### src/rtl/core/iaup_pkg.sv
package iaup_pkg;

   // Pipeline shape: two stages of front end, then division stages.
   localparam int NUM_DIV_STAGES = 4;
   localparam int NUM_STAGES     = 2 + NUM_DIV_STAGES;

   localparam int PIX_W   = 8;
   localparam int ALPHA_W = 17;
   localparam int MARK_W  = 16;
   localparam int PROD_W  = 32;
   localparam int NUM_W   = 33;
   localparam int REM_W   = 24;
   localparam int DEN_W   = 17;

   // Quotient bits produced by each division stage.
   localparam int DIV_STEPS = PIX_W / NUM_DIV_STAGES;

   localparam logic [PIX_W-1:0]  PIX_MAX    = 8'hFF;
   localparam logic [MARK_W-1:0] MARK_RESET = 16'hFF00;
   localparam logic [ALPHA_W-1:0] ALPHA_ONE = 17'h10000;

   // Configuration register indexes.
   localparam logic [1:0] REG_MARK_RED   = 2'd0;
   localparam logic [1:0] REG_MARK_GREEN = 2'd1;
   localparam logic [1:0] REG_MARK_BLUE  = 2'd2;

   typedef struct packed {
      logic [NUM_STAGES-1:0] en;
   } pipe_ctl_type;

   typedef struct packed {
      logic [PROD_W-1:0] prod;
      logic [DEN_W-1:0]  den;
      logic [PIX_W-1:0]  pix;
      logic              bypass;
   } pre_type;

   typedef struct packed {
      logic [REM_W-1:0] rem;
      logic [REM_W-1:0] dv;
      logic [PIX_W-1:0] q;
      logic [PIX_W-1:0] pix;
      logic             bypass;
      logic             neg;
      logic             ovf;
   } div_type;

endpackage

### src/rtl/core/inverse_alpha_unblend_pixel.sv
// Inverse alpha unblending of one RGB pixel: each channel is solved for the
// background under a watermark colour, background = (pixel - colour * alpha)
// / (1 - alpha), truncated and clamped to 0..255, and a channel at full
// opacity passes through. The block takes one request per clock unless back
// pressure holds it. One stage multiplies colour by opacity, one forms the
// numerator and the saturation test, and four stages each produce two
// quotient bits of a restoring divider. Back pressure on the result side
// stalls only the stages that are full, so bubbles are absorbed.
// The watermark colour registers reset to 255.0 and are written through the
// csr_ port, which is always ready; write them only while the block is idle.
module inverse_alpha_unblend_pixel (
   input  logic        clock,
   input  logic        reset,

   input  logic        req_tvalid,
   output logic        req_tready,
   // Fields from bit 0 up: pix_red[7:0], pix_green[7:0], pix_blue[7:0],
   // alpha_red[16:0], alpha_green[16:0], alpha_blue[16:0], five zero bits.
   input  logic [79:0] req_tdata,

   output logic        rsp_tvalid,
   input  logic        rsp_tready,
   // Fields from bit 0 up: out_red[7:0], out_green[7:0], out_blue[7:0].
   output logic [23:0] rsp_tdata,

   input  logic        csr_valid,
   output logic        csr_ready,
   input  logic [1:0]  csr_index,
   input  logic [15:0] csr_data
);

   logic [iaup_pkg::MARK_W-1:0] mark_red_ff;
   logic [iaup_pkg::MARK_W-1:0] mark_green_ff;
   logic [iaup_pkg::MARK_W-1:0] mark_blue_ff;

   iaup_pkg::pipe_ctl_type ctl;

   logic [iaup_pkg::PIX_W-1:0] out_red;
   logic [iaup_pkg::PIX_W-1:0] out_green;
   logic [iaup_pkg::PIX_W-1:0] out_blue;

   // The colour registers accept a write in every cycle. Writes to an
   // index past the blue register are dropped.
   assign csr_ready = 1'b1;

   always_ff @(posedge clock) begin
      if (reset) begin
         mark_red_ff   <= iaup_pkg::MARK_RESET;
         mark_green_ff <= iaup_pkg::MARK_RESET;
         mark_blue_ff  <= iaup_pkg::MARK_RESET;
      end else if (csr_valid && csr_ready) begin
         case (csr_index)
            iaup_pkg::REG_MARK_RED: begin
               mark_red_ff <= csr_data;
            end
            iaup_pkg::REG_MARK_GREEN: begin
               mark_green_ff <= csr_data;
            end
            iaup_pkg::REG_MARK_BLUE: begin
               mark_blue_ff <= csr_data;
            end
            default: begin
            end
         endcase
      end
   end

   // The valid bits and the per-stage load enables are shared by the three
   // channels, which run in lockstep.
   iaup_ctrl u_ctrl (
      .clock     (clock),
      .reset     (reset),
      .in_valid  (req_tvalid),
      .in_ready  (req_tready),
      .out_valid (rsp_tvalid),
      .out_ready (rsp_tready),
      .ctl       (ctl)
   );

   iaup_chan u_chan_red (
      .clock  (clock),
      .ctl    (ctl),
      .pix    (req_tdata[7:0]),
      .alpha  (req_tdata[40:24]),
      .mark   (mark_red_ff),
      .result (out_red)
   );

   iaup_chan u_chan_green (
      .clock  (clock),
      .ctl    (ctl),
      .pix    (req_tdata[15:8]),
      .alpha  (req_tdata[57:41]),
      .mark   (mark_green_ff),
      .result (out_green)
   );

   iaup_chan u_chan_blue (
      .clock  (clock),
      .ctl    (ctl),
      .pix    (req_tdata[23:16]),
      .alpha  (req_tdata[74:58]),
      .mark   (mark_blue_ff),
      .result (out_blue)
   );

   assign rsp_tdata = {out_blue, out_green, out_red};

`ifndef SYNTHESIS
   // When the result side takes data, every stage can move, so the input
   // must be open as well.
   assert property (@(posedge clock) disable iff (reset)
      rsp_tready |-> req_tready)
      else $error("request side blocked while result side is ready");

   // With no result waiting, the pipeline cannot be full and must accept.
   assert property (@(posedge clock) disable iff (reset)
      !rsp_tvalid |-> req_tready)
      else $error("request side blocked with empty output stage");

   // A result that was offered and not taken must still be offered.
   assert property (@(posedge clock) disable iff (reset)
      (rsp_tvalid && !rsp_tready) |=> (rsp_tvalid && $stable(rsp_tdata)))
      else $error("stalled result changed or vanished");
`endif

endmodule

### src/rtl/core/iaup_ctrl.sv
module iaup_ctrl (
   input  logic                   clock,
   input  logic                   reset,
   input  logic                   in_valid,
   output logic                   in_ready,
   output logic                   out_valid,
   input  logic                   out_ready,
   output iaup_pkg::pipe_ctl_type ctl
);

   logic [iaup_pkg::NUM_STAGES-1:0] valid_ff;
   logic [iaup_pkg::NUM_STAGES-1:0] valid_in;
   logic [iaup_pkg::NUM_STAGES-1:0] ready;

   // A stage may load when it is empty or when its content moves on.
   always_comb begin
      ready[iaup_pkg::NUM_STAGES-1] = !valid_ff[iaup_pkg::NUM_STAGES-1] || out_ready;
      for (int k = iaup_pkg::NUM_STAGES - 2; k >= 0; k--) begin
         ready[k] = !valid_ff[k] || ready[k+1];
      end
   end

   always_comb begin
      if (ready[0]) begin
         valid_in[0] = in_valid;
      end else begin
         valid_in[0] = valid_ff[0];
      end
      for (int k = 1; k < iaup_pkg::NUM_STAGES; k++) begin
         if (ready[k]) begin
            valid_in[k] = valid_ff[k-1];
         end else begin
            valid_in[k] = valid_ff[k];
         end
      end
   end

   always_ff @(posedge clock) begin
      if (reset) begin
         valid_ff <= '0;
      end else begin
         valid_ff <= valid_in;
      end
   end

   assign ctl.en    = ready;
   assign in_ready  = ready[0];
   assign out_valid = valid_ff[iaup_pkg::NUM_STAGES-1];

endmodule

### src/rtl/core/iaup_div_stage.sv
module iaup_div_stage (
   input  logic              clock,
   input  logic              en,
   input  iaup_pkg::div_type div_i,
   output iaup_pkg::div_type div_ff
);

   iaup_pkg::div_type div_in;

   // Restoring division steps, two per stage with four stages; the divisor
   // is kept aligned to the quotient bit under test and shifts right once
   // per step.
   always_comb begin
      iaup_pkg::div_type s;
      s = div_i;
      for (int i = 0; i < iaup_pkg::DIV_STEPS; i++) begin
         if (s.rem >= s.dv) begin
            s.rem = s.rem - s.dv;
            s.q   = {s.q[iaup_pkg::PIX_W-2:0], 1'b1};
         end else begin
            s.q   = {s.q[iaup_pkg::PIX_W-2:0], 1'b0};
         end
         s.dv = s.dv >> 1;
      end
      div_in = s;
   end

   always_ff @(posedge clock) begin
      if (en) begin
         div_ff <= div_in;
      end
   end

endmodule

### src/rtl/core/iaup_chan.sv
module iaup_chan (
   input  logic                         clock,
   input  iaup_pkg::pipe_ctl_type       ctl,
   input  logic [iaup_pkg::PIX_W-1:0]   pix,
   input  logic [iaup_pkg::ALPHA_W-1:0] alpha,
   input  logic [iaup_pkg::MARK_W-1:0]  mark,
   output logic [iaup_pkg::PIX_W-1:0]   result
);

   iaup_pkg::pre_type pre_ff;
   iaup_pkg::pre_type pre_in;
   iaup_pkg::div_type front_ff;
   iaup_pkg::div_type front_in;
   iaup_pkg::div_type div_chain [iaup_pkg::NUM_DIV_STAGES+1];

   logic [iaup_pkg::NUM_W-1:0] num;
   logic [iaup_pkg::REM_W:0]   den_full;

   // Stage 1: colour times opacity, and the divisor 1 - alpha in Q1.16.
   always_comb begin
      pre_in.prod   = iaup_pkg::PROD_W'(mark) * iaup_pkg::PROD_W'(alpha[15:0]);
      pre_in.den    = iaup_pkg::ALPHA_ONE - alpha;
      pre_in.pix    = pix;
      pre_in.bypass = alpha[16];
   end

   always_ff @(posedge clock) begin
      if (ctl.en[0]) begin
         pre_ff <= pre_in;
      end
   end

   // Stage 2: numerator, sign, and the saturation test against 256 * den.
   always_comb begin
      num      = {1'b0, pre_ff.pix, 24'h000000} - {1'b0, pre_ff.prod};
      den_full = {pre_ff.den, 8'h00};
      front_in.rem    = num[iaup_pkg::REM_W+7:8];
      front_in.dv     = {pre_ff.den, 7'h00};
      front_in.q      = '0;
      front_in.pix    = pre_ff.pix;
      front_in.bypass = pre_ff.bypass;
      front_in.neg    = num[iaup_pkg::NUM_W-1];
      front_in.ovf    = {1'b0, num[iaup_pkg::REM_W+7:8]} >= den_full;
   end

   always_ff @(posedge clock) begin
      if (ctl.en[1]) begin
         front_ff <= front_in;
      end
   end

   assign div_chain[0] = front_ff;

   for (genvar g = 0; g < iaup_pkg::NUM_DIV_STAGES; g++) begin : g_div
      iaup_div_stage u_div (
         .clock  (clock),
         .en     (ctl.en[g+2]),
         .div_i  (div_chain[g]),
         .div_ff (div_chain[g+1])
      );
   end

   always_comb begin
      if (div_chain[iaup_pkg::NUM_DIV_STAGES].bypass) begin
         result = div_chain[iaup_pkg::NUM_DIV_STAGES].pix;
      end else if (div_chain[iaup_pkg::NUM_DIV_STAGES].neg) begin
         result = '0;
      end else if (div_chain[iaup_pkg::NUM_DIV_STAGES].ovf) begin
         result = iaup_pkg::PIX_MAX;
      end else begin
         result = div_chain[iaup_pkg::NUM_DIV_STAGES].q;
      end
   end

endmodule
### config.mk
export PLATFORM = sky130hd
export DESIGN_NAME = inverse_alpha_unblend_pixel
export DESIGN_NICKNAME = d
export VERILOG_FILES = /design/src/rtl/core/iaup_pkg.sv /design/src/rtl/core/inverse_alpha_unblend_pixel.sv /design/src/rtl/core/iaup_ctrl.sv /design/src/rtl/core/iaup_div_stage.sv /design/src/rtl/core/iaup_chan.sv
export SDC_FILE = /design/constraint.sdc
export NUM_CORES = 2
export LEC_CHECK = 0
export BUFFER_PORTS_ARGS = -buffer_cell sky130_fd_sc_hd__buf_2
export CAP_MARGIN = 20
export CORE_UTILIZATION = 24
export CTS_CLUSTER_SIZE = 20
export DETAILED_ROUTE_END_ITERATION = 10
export PLACE_DENSITY = 0.47
export SYNTH_ARGS = -nofsm -noshare
export SYNTH_HDL_FRONTEND = slang
export SYNTH_SLANG_ARGS = --single-unit
### constraint.sdc
create_clock -name clock -period 16.5 [get_ports clock]
set_input_delay 0.825 -clock clock [delete_from_list [all_inputs] [get_ports clock]]
set_output_delay 0.825 -clock clock [all_outputs]
set_load 0.02 [all_outputs]
==> results.json <==
{
  "p_sw_share_pct": 43.8,
  "p_per_area_nw_per_um2": 235,
  "yosysMostFrequentCell": "inv_1",
  "drtPass1Iterations": 5,
  "rr_endpoint": "u_chan_green.pre_ff[56]",
  "synthTopCellsByArea": "edfxtp_1 (33%), fa_1 (15%), ha_1 (12%)",
  "ys_seq_area_share_pct": 33.8,
  "hp-class": "primary input to flip-flop",
  "vias": 57592,
  "drt_iter0_markers": 3063,
  "path_delay_family": "adder cells",
  "clk_latency_ns": 0.84,
  "crit_start": "mark_green_ff[10]",
  "slew_viol_final": 0,
  "hold_violations": 0,
  "synth.distinct_cells": 100,
  "crit_cells": 20,
  "fill_cells": 35749,
  "final-setup-viol-count": 0,
  "synth_area_um2": 82300,
  "crit_path_end": "u_chan_green.pre_ff[56]",
  "post_cts_buffers": 0,
  "power_frac_seq_pct": 20.8,
  "arrival_ns": 7.54,
  "outcome": "completed",
  "vias_per_cell": 4.49,
  "syn_nets": 9647,
  "start_kind": "flip-flop",
  "fin_ws_ns": 9.46,
  "grt_busiest_layer": "met2",
  "yosysTopAreaCell": "edfxtp_1",
  "numPortBuffers": 123,
  "p_leak_uw": 0.0400,
  "drt_wl_total_um": 211000,
  "synth-edff-count": 891,
  "ff2ff_path_depth": 20,
  "synth_top_area_share_pct": 32.5,
  "criticalPathCategory": "flip-flop to flip-flop",
  "cap_viol_max_count": 0,
  "overflow": 0,
  "tightest_slew_ns": 1.04,
  "gr-usage-met3_pct": 1.53,
  "holdBufCountCts": 0,
  "drt-wirelength-per-cell_um": 16.4,
  "critPathMaxFanout": 17,
  "ys.flop_type": "edfxtp_1",
  "critPathSlowestCell": "dfxtp_1",
  "syn_avg_cell_area_um2": 10.1,
  "use_met2_pct": 20.2,
  "ir_worst_vdd_mv": 0.141,
  "cts_tree": "yes",
  "rrSetupSlack_ns": 9.46,
  "path_cells": "nand2_1, fa_1, fa_1, fa_1, inv_1, fa_1, fa_1, inv_1, fa_1, inv_1, ha_1, a21o_1, a21oi_1, o21ai_0, a2111oi_0, a211oi_1, a41oi_1, a21oi_1, mux2i_1, o2111ai_1",
  "gr-usage-all-layers_pct": 12.0,
  "grt_pass1_wl_um": 334000,
  "met1_usage_pct": 16.0,
  "cts_resized": 0,
  "grt_pass1_vias": 59929,
  "area_growth_pct": 11.7,
  "syn_inst": 8146,
  "cts_root_buf": "clkbuf_16",
  "period_needed_ns": 7.04,
  "dp_slack_ns": 9.04,
  "synth_warnings": 0,
  "multi_input_area_um2": 49400,
  "power_frac_clock_pct": 12.0,
  "intPower_uw": 12200,
  "clk_pin_slew_ns": 0.07,
  "antenna_found_initial": 31,
  "globalplace.congestion": 0.882,
  "worst_ep_required_time_ns": 17.00,
  "core_area_um2": 341000,
  "comb_power_share_pct": 67.2,
  "cts_inserted_buffers": 114,
  "chipWidth_um": 588,
  "num_rows": 214,
  "min_period_over_period_pct": 42.7,
  "cp_num_buf_inv": 3,
  "finalSetupTns_ns": 0,
  "cp-end-kind": "flip-flop",
  "cp_common_cell": "fa_1",
  "final.setup_skew_ns": 0.0774,
  "clockBufferDepth": 4,
  "clock-sinks": 945,
  "slowest_delay_ns": 0.93,
  "hpwl_um": 166000,
  "nets": 9693,
  "htreeDepth": 3,
  "rsz0062_at_grt": "false",
  "dieHeight_um": 588,
  "grt_max_degree": 118,
  "fmaxAchievable_mhz": 142,
  "start_util_pct": 24.2,
  "dieArea_um2": 345000,
  "synth-seq-cells": 945,
  "power.switching_uw": 9460,
  "max-slew-margin-rel_pct": 30.5,
  "num_io_pins": 130,
  "drive_above_1_share_pct": 7.24,
  "drc_errors": 0,
  "whs_path_depth": 1,
  "ant_nets": 0,
  "synth_common_cells": "inv_1 (1116), edfxtp_1 (891), nand2_1 (852), ha_1 (795), fa_1 (603)",
  "r2r_start": "mark_green_ff[10]",
  "synth_async_sr_flop_share_pct": 0,
  "layout.area.seq_um2": 27800
}
-- layout make-up --
type,count,area share (%)
Clock inverter,73,0.943
Clock buffer,137,3.28
Antenna cell,5,0.0136
Multi-Input combinational cell,5850,53.7
Timing Repair Buffer,159,0.977
Sequential cell,945,30.3
Inverter,1122,4.59
Tap cell,4536,6.17
-- per-layer routing --
layer	vias to the layer above	wire, um	share of wire, %
li1	28142	-	-
met1	28100	101000	48
met2	1008	96500	46
met3	328	7410	3.5
met4	14	6090	2.9
met5	-	81	0.038
-- power groups by stage --
| stage | registers [uW] | clock network, uW | logic (uW) |
|---|---|---|---|
| 3_5_place_dp | 4540 | 0 | 14400 |
| 5_1_grt | 4570 | 2760 | 16400 |
| 3_3_place_gp | 4520 | 0 | 14200 |
| 4_1_cts | 4490 | 2680 | 14600 |
| 6_report | 4490 | 2590 | 14500 |
| 2_1_floorplan | 4290 | 0 | 11500 |
-- worst min-delay path by stage --
stage	start	endpoint	slack (ns)
finish	req_tdata[22]	u_chan_blue.front_in[9]	0.16
global route	req_tdata[19]	u_chan_blue.front_in[6]	0.11
CTS	req_tdata[22]	u_chan_blue.front_in[9]	0.08
detailed placement	u_chan_blue.front_in[2]	u_chan_blue.div_chain[270]	0.40
global placement	u_chan_green.g_div[2].u_div.div_ff[10]	u_chan_green.g_div[3].u_div.div_ff[10]	0.40
floorplan	u_chan_blue.front_in[2]	u_chan_blue.div_chain[270]	0.40
-- registers in the layout (all words and copies together), names as in the netlist, 16 cells and up --
register,cells
u_chan_green.pre_ff,32
mark_blue_ff,16
u_chan_red.g_div.u_div.div_ff,187
u_chan_blue.div_chain,52
mark_red_ff,16
u_chan_blue.pre_ff,32
u_chan_green.div_chain,52
u_chan_red.div_chain,52
u_chan_blue.den_full,17
u_chan_green.den_full,17
u_chan_green.g_div.u_div.div_ff,187
u_chan_red.pre_ff,32
u_chan_red.den_full,17
mark_green_ff,16
u_chan_blue.g_div.u_div.div_ff,187
-- layout by cell type (no fill, tap or decap), types with 158 or more instances in the layout --
master	Yosys	routed
nor2_1	390	390
ha_1	795	795
and2_1	389	389
a21o_1	200	200
a21oi_1	436	436
nand2_1	852	850
fa_1	603	603
inv_1	1116	1114
o21ai_0	257	257
edfxtp_1	891	891
mux2_2	158	158
xnor2_1	311	311
-- kinds of logic (layout without fill, tap and decap cells) --
logic type,count (synthesis),in the layout,share of synthesized area [%]
AO/OA/AOI/OAI,1459,1459,11.5
XOR/XNOR,460,460,4.91
adder cells (fa/ha/maj),1398,1398,26.8
buffers and inverters,1351,1491,6.23
flip-flops,945,945,33.8
multiplexers,208,208,2.84
other,1,6,0.00456
AND/OR/NAND/NOR,2324,2324,13.9
-- per-stage QoR --
step	cells	instance area (um^2)	utilization, %	total power [uW]	hold slack (ns)
2_1_floorplan	8146	82300	-	15800	0.400
3_3_place_gp	12609	88000	25.8	18800	0.402
3_5_place_dp	12611	88000	25.8	19000	0.405
4_1_cts	12821	91900	27.0	21800	0.0834
5_1_grt	12826	91900	27.0	23800	0.110
6_report	12827	91900	27.0	21600	0.159
(Power assumes the default switching activity.)
